### config.mk
export PLATFORM = sky130hd
export DESIGN_NAME = fsft_ctrl
export DESIGN_NICKNAME = d
export VERILOG_FILES = /design/src/hdl/fsft_pkg.sv /design/src/hdl/fsft_ctrl.sv
export SDC_FILE = /design/constraint.sdc
export NUM_CORES = 1
export LEC_CHECK = 0
export ABC_AREA = 1
export BUFFER_PORTS_ARGS = -buffer_cell sky130_fd_sc_hd__buf_4
export CORE_AREA = 2 2 39 41
export DETAILED_ROUTE_END_ITERATION = 10
export DIE_AREA = 0 0 41 43
export GPL_ROUTABILITY_DRIVEN = 0
export PLACE_DENSITY = 0.33
export REMOVE_ABC_BUFFERS = 1
export SYNTH_ARGS = -nofsm -noshare
export SYNTH_HDL_FRONTEND = slang
export SYNTH_SLANG_ARGS = --single-unit
### constraint.sdc
create_clock -name clk_i -period 1.1 [get_ports clk_i]
set_input_delay 0.22 -clock clk_i [delete_from_list [all_inputs] [get_ports clk_i]]
set_output_delay 0.22 -clock clk_i [all_outputs]
set_load 0.01 [all_outputs]
### src/hdl/fsft_pkg.sv
// Shared types and constants for the frame slot fence tracker.
// No dependencies; every other file of the block but fsft_ram refers to this package.
package fsft_pkg;

  localparam int unsigned SLOT_W     = 8;
  localparam int unsigned EPOCH_W    = 64;
  localparam int unsigned RANK_W     = 8;
  localparam int unsigned VALUE_W    = 64;
  localparam int unsigned OP_W       = 2;
  localparam int unsigned GRANT_W    = 3;
  localparam int unsigned RC_W       = 4;
  localparam int unsigned CNT_W      = 5;
  localparam int unsigned SEEN_W     = 4;
  localparam int unsigned IN_DATA_W  = 144;
  localparam int unsigned OUT_DATA_W = 8;

  localparam logic [SEEN_W-1:0] SEEN_MAX = 4'd15;
  localparam logic [RC_W-1:0]   RC_RESET = 4'd1;

  typedef enum logic [OP_W-1:0] {
    OP_ACQUIRE = 2'd0,
    OP_SUBMIT  = 2'd1,
    OP_RETIRE  = 2'd2,
    OP_CANCEL  = 2'd3
  } op_e;

  typedef struct packed {
    op_e                op;
    logic [SLOT_W-1:0]  slot;
    logic [EPOCH_W-1:0] epoch;
    logic [RANK_W-1:0]  rank;
    logic [VALUE_W-1:0] value;
    logic               last;
  } item_t;

  typedef struct packed {
    logic load;
    logic exec;
    logic clear;
  } ctrl_cmd_t;

  typedef struct packed {
    logic out_free;
    logic acq_ok;
    logic clear_done;
  } dp_stat_t;

endpackage

### src/hdl/fsft_ctrl.sv
// Sequencer of the frame slot fence tracker: load, execute, row clear.
// Depends on fsft_pkg for the command and status structs.
module fsft_ctrl (
  input  logic                 clk_i,
  input  logic                 rst_ni,
  input  logic                 in_valid_i,
  output logic                 in_ready_o,
  input  fsft_pkg::dp_stat_t   stat_i,
  output fsft_pkg::ctrl_cmd_t  cmd_o
);

  typedef enum logic [1:0] {
    ST_IDLE,
    ST_EXEC,
    ST_CLEAR
  } state_e;

  state_e state_q, state_d;
  logic   ready_q;

  always_comb begin
    state_d = state_q;
    cmd_o   = '0;
    unique case (state_q)
      ST_IDLE: begin
        if (in_valid_i && ready_q) begin
          cmd_o.load = 1'b1;
          state_d    = ST_EXEC;
        end
      end
      ST_EXEC: begin
        if (stat_i.out_free) begin
          cmd_o.exec = 1'b1;
          state_d    = stat_i.acq_ok ? ST_CLEAR : ST_IDLE;
        end
      end
      ST_CLEAR: begin
        cmd_o.clear = 1'b1;
        if (stat_i.clear_done) begin
          state_d = ST_IDLE;
        end
      end
      default: begin
        state_d = ST_IDLE;
      end
    endcase
  end

  always_ff @(posedge clk_i or negedge rst_ni) begin
    if (!rst_ni) begin
      state_q <= ST_IDLE;
      ready_q <= 1'b0;
    end else begin
      state_q <= state_d;
      ready_q <= (state_d == ST_IDLE);
    end
  end

  assign in_ready_o = ready_q;

endmodule

==> run summary, run 1 <==
The flow ran to the end, but the final reports show violations. The checks that failed: setup timing. The tools report the aggregate routed wire length as 444 um. Leaving out fill and tap cells, the most frequent cell in the layout is sky130_fd_sc_hd__buf_4. The power per unit of standard cell area is 2330 nW/um^2, and the final design instance area without fill is 312 um^2. The final core utilization is 22.5%, and the max-cap check violation count is 0. The type of the setup path with the least slack was flop to output port.

TritonCTS built the clock tree. Final total negative setup slack: -224 ps. The ratio of cells with drive above 1 in the final layout came out at 69.4%. The signal on the critical path passes through nor2_2 -> nand2_2 -> inv_2 -> buf_6.

For the worst-skew pair, the clock arrives at the later sink with an insertion delay of 230 ps. Number of port buffers: 9. Entering global routing, the biggest net connects 5 pins. Final hold analysis gives a worst-case slack of 282 ps. Across all layers, the routed design uses 176 vias. Synthesis inferred 3 register bits. The number of antenna violations at the first check in global routing is 0. For the number of warnings issued by yosys, the log shows 0.

The layer flagged by global routing as most heavily used is met2. Timing would allow up to 832 MHz. After clock tree synthesis, the clock-pin slew on the worst setup and hold paths is 40 ps.

Counting every sink on the clock net gives 3. The I/O pin count is 10, and the global-route wire length before repair is 752 um. Once placement completed, the tool counted placed cells totaling 44. The tools report the number of failing hold endpoints at the final stage as 0.

The HPWL after detailed placement came out at 294 um. Timing analysis after detailed placement gives a worst setup slack of 104 ps. Averaged over all synthesized cells, the footprint is 7.97 um^2. The minimum clock period was 1200 ps; the number of design rule violations left after detail routing was 0. In this design, the stage delay of the slowest critical-path cell is 420 ps. The share of the Yosys chip area taken by registers is 49.6%.

VDD sags by at most 0.719 mV. Counting along the longest clock path gives a buffer depth of 2. The root buffer cell chosen for the clock tree is sky130_fd_sc_hd__clkbuf_4.

Measured along the x axis, the die boundary spans 41 um. In this run the tightest slew margin relative to its limit is 91.3%. The logs give 239 um^2 for the instance area at placement and 8.44% for the met2 global-route usage.

For the count of routing violations after the opening detailed-route iteration, the log shows 4. The number of global-route vias before repair is 211, and the number of pins with negative max-slew slack in the final report is 0. The analysis attributes to cell leakage a power of 0.163 nW. At the worst endpoint, the arrival time is 980 ps. The repair_antennas step left the layout with diodes totalling 0. Measured slew at the worst slew-check pin: 130 ps. The number of distinct library cells after synthesis was 11. For the post-synth design cell area, the log shows 151 um^2. The worst setup path is captured at an output port.

The logs give 4.71% for the global-route track usage on met3 and 3 for the final setup violation count. For the total congestion overflow, the log shows 0. The area growth from synthesis to layout was 106%. The top cell types in the final layout, fill and taps aside, are sky130_fd_sc_hd__buf_4 (11), sky130_fd_sc_hd__inv_2 (3), sky130_fd_sc_hd__clkbuf_4 (3).

The routed length per placed instance was 8.54 um; the smallest setup slack after layout was -102 ps. The slowest stage of the critical path belongs to the cell sky130_fd_sc_hd__dfrtp_2. Excluding fillers, the count of instances in the completed layout stands at 52. The worst path uses 109% of the clock period. Number of buffers created by CTS: 3. In this run the remaining antenna-violating nets after routing total 0.

The die is 43 um tall. In this run the worst path has a maximum fanout of 4. The run gives 1.98 ps as the worst clock skew.

The run gives 880 ps as the required time at the worst-slack endpoint. The via count normalized by instance count works out to 3.38. The core outline area is 1380 um^2. The die covers 1760 um^2. For this configuration, the core starts out at a cell density of 10.9%.

Setup repair after global routing could not meet its margin everywhere. The number of iterations in the first detailed-routing pass is 4, and the met1 routing resource usage after global routing is 7.47%. The tools report the number of nets in the finished design as 43. Across every metal layer, demand over resource in global routing totals 6.85%.

The run gives 1 as the H-tree depth reported by CTS. The tools report the startpoint class of the critical path as a flop. Synthesis produced 19 cells. The completed layout was analyzed and its total power is 0.727 mW.

Number of rows in the core area: 14. The worst hold path belongs to the class input port to flop.
==> area by class of cell <==
type                            instances  area [um^2]
Clock buffer                            4         26.3
Fill cell                             159         1070
Inverter                                5         18.8
Multi-Input combinational cell         11         65.1
Sequential cell                         3         77.6
Tap cell                               16         20.0
Timing Repair Buffer                   13          104
==> critical path, delay by kind of cell, from the launching register on <==
family        cells  cell delay (ps)
flops             1              420
simple gates      2              190
buf+inv           2              140
==> state kept, by name, summed over array words and instances (netlist names) <==
register	flops
state_q	2
in_ready_o	1
==> where the power goes <==
part | leakage [nW] | total (mW) | switching (mW) | internal (mW)
Combinational | 0.114 | 0.330 | 0.147 | 0.182
Clock | 0.0150 | 0.191 | 0.0555 | 0.136
Sequential | 0.0344 | 0.206 | 0.0465 | 0.159
Total | 0.163 | 0.727 | 0.249 | 0.478
==> path summary, 6_finish.rpt <==
check / cells after the start / slack [ps] / start / endpoint
hold / removal: 3 / 280 / stat_i[1] / state_q[1]$_DFF_PN0_
setup / recovery: 4 / -100 / state_q[0]$_DFF_PN0_ / cmd_o[2]
hold reg to reg: 3 / 610 / state_q[0]$_DFF_PN0_ / state_q[0]$_DFF_PN0_
min in group asynchronous: 2 / 310 / rst_ni / state_q[0]$_DFF_PN0_
setup reg to reg: 5 / 180 / state_q[0]$_DFF_PN0_ / in_ready_o$_DFF_PN0_
max in group asynchronous: 2 / 680 / rst_ni / state_q[1]$_DFF_PN0_
==> repair_timing <==
action,CTS,global route
endpoints found under the setup margin,3,3
buffers inserted,2,1
hold endpoints to repair,3,0
hold buffers,1,0
pin swaps,3,1
gates resized for setup,3,4
==> per-layer routing <==
| layer | vias to the layer above | part of all wire (%) | wire length, um |
|---|---|---|---|
| met5 | - | 0 | 0 |
| met4 | 0 | 0 | 0 |
| met3 | 0 | 11 | 49 |
| met2 | 10 | 43 | 193 |
| met1 | 75 | 45 | 201 |
| li1 | 91 | - | - |
==> kinds of logic (layout without fill, tap and decap cells) <==
kind of cell | Yosys count | in the layout | synth area share (%)
AND/OR/NAND/NOR | 11 | 11 | 38.0
flip-flops | 3 | 3 | 49.6
buffers and inverters | 5 | 22 | 12.4
==> cell usage after synthesis <==
library cell               instances  share of area, %
sky130_fd_sc_hd__inv_1             4               9.9
sky130_fd_sc_hd__dfrtp_1           3                50
sky130_fd_sc_hd__nand2_1           2               5.0
sky130_fd_sc_hd__nand2_2           2               8.3
sky130_fd_sc_hd__nor2_1            2               5.0
sky130_fd_sc_hd__inv_2             1               2.5
sky130_fd_sc_hd__nand3_1           1               3.3
sky130_fd_sc_hd__nand3b_1          1               5.0
sky130_fd_sc_hd__nand4_1           1               4.1
sky130_fd_sc_hd__nor2_2            1               4.1
sky130_fd_sc_hd__nor3_1            1               3.3
No activity file was read; power rests on OpenSTA's default activity.
==> inputs of run 2 (changes only) <==
--- a/config.mk
+++ b/config.mk
@@ -7,9 +7,9 @@
 export LEC_CHECK = 0
 export ABC_AREA = 1
 export BUFFER_PORTS_ARGS = -buffer_cell sky130_fd_sc_hd__buf_4
-export CORE_AREA = 2 2 39 41
+export CORE_AREA = 3 3 40 42
 export DETAILED_ROUTE_END_ITERATION = 10
-export DIE_AREA = 0 0 41 43
+export DIE_AREA = 0 0 43 45
 export GPL_ROUTABILITY_DRIVEN = 0
 export PLACE_DENSITY = 0.33
 export REMOVE_ABC_BUFFERS = 1
==> run 2 against run 1 <==
The flow still finishes with violations (setup timing). Hold slack better by 19 ps. Critical endpoint is now cmd_o[1]. Highest routed layer unchanged. Sequential share of layout area up 0.74 points. Fmax down 2.2%. Critical path depth down 2. Routed wire length down 5.4%. Register-to-register slack about the same.
==> run summary, run 2 (synthesis gave the netlist of run 1 again) <==
The family with the most delay on the worst path is flip-flops. The smallest setup slack after layout is -129 ps. The run finished, with violations left.

The initial utilization of the core area, before any placement, comes to 11.8%. In this run, the number of DRC markers left after iteration 0 of detailed routing was 7. The global-route wire length before repair is 738 um, and the part of the power in combinational logic is 42.7%. The worst-case setup slack after placement was 110 ps. The worst min-delay path category was input port to flop. The H-tree depth reported by CTS is 1, and the die outline height is 45 um. The worst register-to-register path has a depth of 5. In the layout the commonest cells are sky130_fd_sc_hd__buf_4 (10), sky130_fd_sc_hd__inv_2 (3), sky130_fd_sc_hd__clkbuf_4 (3), sky130_fd_sc_hd__dfrtp_1 (3). Clock latency on the worst-skew pair, taken at its later pin, is 230 ps. The power per unit of standard cell area is 2340 nW/um^2, and the number of antenna violations at the first check in global routing is 0. The critical path goes through nor3_1 -> buf_4. The max-cap check violation count came out at 0. Summed over all nets, wire length on met2 after detailed routing comes to 139 um. Of all nets on the critical path, the largest fanout is 4. Number of buffers between clock root and the deepest sink: 2. The run gives 179 as the number of global-route vias before repair. The library cell used most frequently in the layout, excluding fill and tap cells, is sky130_fd_sc_hd__buf_4. The ratio of cells with drive above 1 in the final layout came out at 57.1%. For the final routed database, the setup TNS stands at -277 ps. The x dimension of the die works out to 43 um. For this run, the total global-route usage over all layers was measured as 5.59%.

Wires add up to 420 um. The area growth from synthesis to layout is 93.4%. The die covers 1940 um^2. The setup path with the least slack is of type flop to output port. Across the VDD grid, the largest voltage drop is 0.890 mV.

For the total congestion overflow, the log shows 0. Launch instance of the worst min-delay path: stat_i[0]. The tools report the worst reg2reg path startpoint as state_q[1]$_DFF_PN0_.

The run gives 190 ps as the worst-case register-to-register setup slack. For the number of clock sinks seen by CTS, the log shows 3. The clock root buffer was sky130_fd_sc_hd__clkbuf_4. Kind of capture point of the worst setup path: an output port. For the pin with the worst max-slew slack, the measured transition is 174 ps.

Once detail routing completed, the nets flagged for antenna violations numbered 0. The run gives 3 as the final setup violation count. In this run switching power makes up 34.9% of total power.

Across the routed clock network, the largest skew measured is 0.140 ps. The via count normalized by instance count was 3.62; the minimum clock period was 1230 ps. For this run, the post-layout net count is 42.

Part of the total power dissipated in the clock network: 28.7%. More flip-flops sit in one register than any other, and that register is state_q. At the worst endpoint, the required time is 880 ps. Input and output buffers added on the ports amount to 9. The longest individual stage delay on the worst path came out at 410 ps. After detailed routing, the average wire length per cell comes to 8.40 um. For hold timing, the worst endpoint is state_q[1]$_DFF_PN0_. The total buffers and inverters traversed by the critical path was 1. The total design power was 0.684 mW; the highest achievable clock rate was 813 MHz. The worst hold path was traced through 3 stages. Setup repair after global routing could not meet its margin everywhere. The initialized floorplan defines 13 standard-cell rows. In the final routing, the length of wire on met1 measures 209 um. The flip-flop count of the largest register after layout is 2.

The worst register-to-register path ends at in_ready_o$_DFF_PN0_. Detailed routing placed a total of 72 um of wire on met3. Startpoint class of the critical path: a flop. The ratio of final minimum period to clock period works out to 112%.

The checks that failed: setup timing. Summed over all nets, the switching power comes to 0.239 mW. The tools report the normalized max-slew margin as 88.3%. After detailed placement, the design holds a cell count of 43. Entering global routing, the biggest net connects 5 pins. The filler cells instantiated in the layout total 142. Clock-pin slew was measured on the worst setup and hold paths at 40 ps. Before antenna repair, the detailed router went through 4 iterations.

The analysis attributes to cell leakage a power of 0.161 nW. In the routed design, unresolved DRC markers number 0. The tools report the number of pins with negative max-slew slack in the final report as 0.

The run gives 0 as the number of failing hold endpoints at the final stage. The run gives 0.445 mW as the internal power. The repair_antennas step left the layout with diodes totalling 0. STA puts the critical path data arrival time at 1010 ps. TritonCTS built the clock tree. The number of buffers created by CTS is 3. The I/O pin count is 10. In this run, flip-flops and latches consume 28.5% of the power. The tools report the post-layout instance count excluding filler cells as 50. Slowest library cell on the worst path: sky130_fd_sc_hd__dfrtp_1.

The detailed router placed 181 vias in this run. Highest metal layer with signal wires: met3. The region available for standard cell placement spans 1280 um^2. Detailed placement ended at an HPWL of 291 um.
==> run 2: changes by cell type in the layout (fill, tap and decap cells not counted) <==
cell and change:
sky130_fd_sc_hd__dfrtp_2 -2, sky130_fd_sc_hd__nor3_2 -1, sky130_fd_sc_hd__buf_4 -1, sky130_fd_sc_hd__nor2_2 -1
sky130_fd_sc_hd__dfrtp_1 +2, sky130_fd_sc_hd__nor2_1 +1, sky130_fd_sc_hd__nor3_1 +1
==> run 2: through the flow <==
stage | hold WS [ps] | instance area [um^2] | utilization [%]
after floorplan | -75.6 | 151 | -
after global placement | 9.77 | 238 | 18.5
after detailed placement | 11.9 | 238 | 18.5
after CTS | 287 | 293 | 22.8
after global routing | 301 | 293 | 22.8
final | 301 | 293 | 22.8
==> run 2: layout make-up <==
type,instances,area (um^2),area share (%)
clock buffer,4,26.3,8.97
inverter,5,18.8,6.41
multi-input combinational,11,57.6,19.7
sequential,3,75.1,25.6
tap,15,18.8,6.41
timing repair buffer,12,96.3,32.9
==> run 2: worst max-delay path by stage <==
stage                    startpoint        to  slack, ps  cells past startpoint
2_1_floorplan  state_q[1]$_DFF_PN0_  cmd_o[1]        180                      1
3_3_place_gp   state_q[0]$_DFF_PN0_  cmd_o[2]        120                      4
3_5_place_dp   state_q[0]$_DFF_PN0_  cmd_o[2]        110                      4
4_1_cts        state_q[0]$_DFF_PN0_  cmd_o[2]       -130                      4
5_1_grt        state_q[0]$_DFF_PN0_  cmd_o[2]       -170                      4
6_report       state_q[1]$_DFF_PN0_  cmd_o[1]       -130                      2
==> run 2: worst register-to-register path: cells and delay by family (launching register included) <==
| kind | cells | cell delay, ps |
|---|---|---|
| buffers and inverters | 2 | 170 |
| DFF | 1 | 410 |
| and+or+nand+nor | 3 | 220 |
==> run 2: power by group through the flow <==
stage / clock network [mW] / logic [mW] / registers [mW]
3_3_place_gp: 0 / 0.239 / 0.194
5_1_grt: 0.218 / 0.326 / 0.200
4_1_cts: 0.204 / 0.296 / 0.193
2_1_floorplan: 0 / 0.123 / 0.198
3_5_place_dp: 0 / 0.236 / 0.196
6_report: 0.197 / 0.292 / 0.195
==> run 2: repair_timing <==
action	CTS	global route
endpoints found under the hold margin	3	0
hold buffers	1	0
setup endpoints to repair	3	3
pin swaps	3	1
cloned	0	0
gates resized for setup	3	0
buffers inserted	2	0
==> run 2: layer usage <==
layer | up-vias | global-route usage, %
li1 | 89 | -
met4 | 0 | 3.61
met5 | - | 0
met3 | 0 | 4.38
met1 | 80 | 5.81
met2 | 12 | 7.78
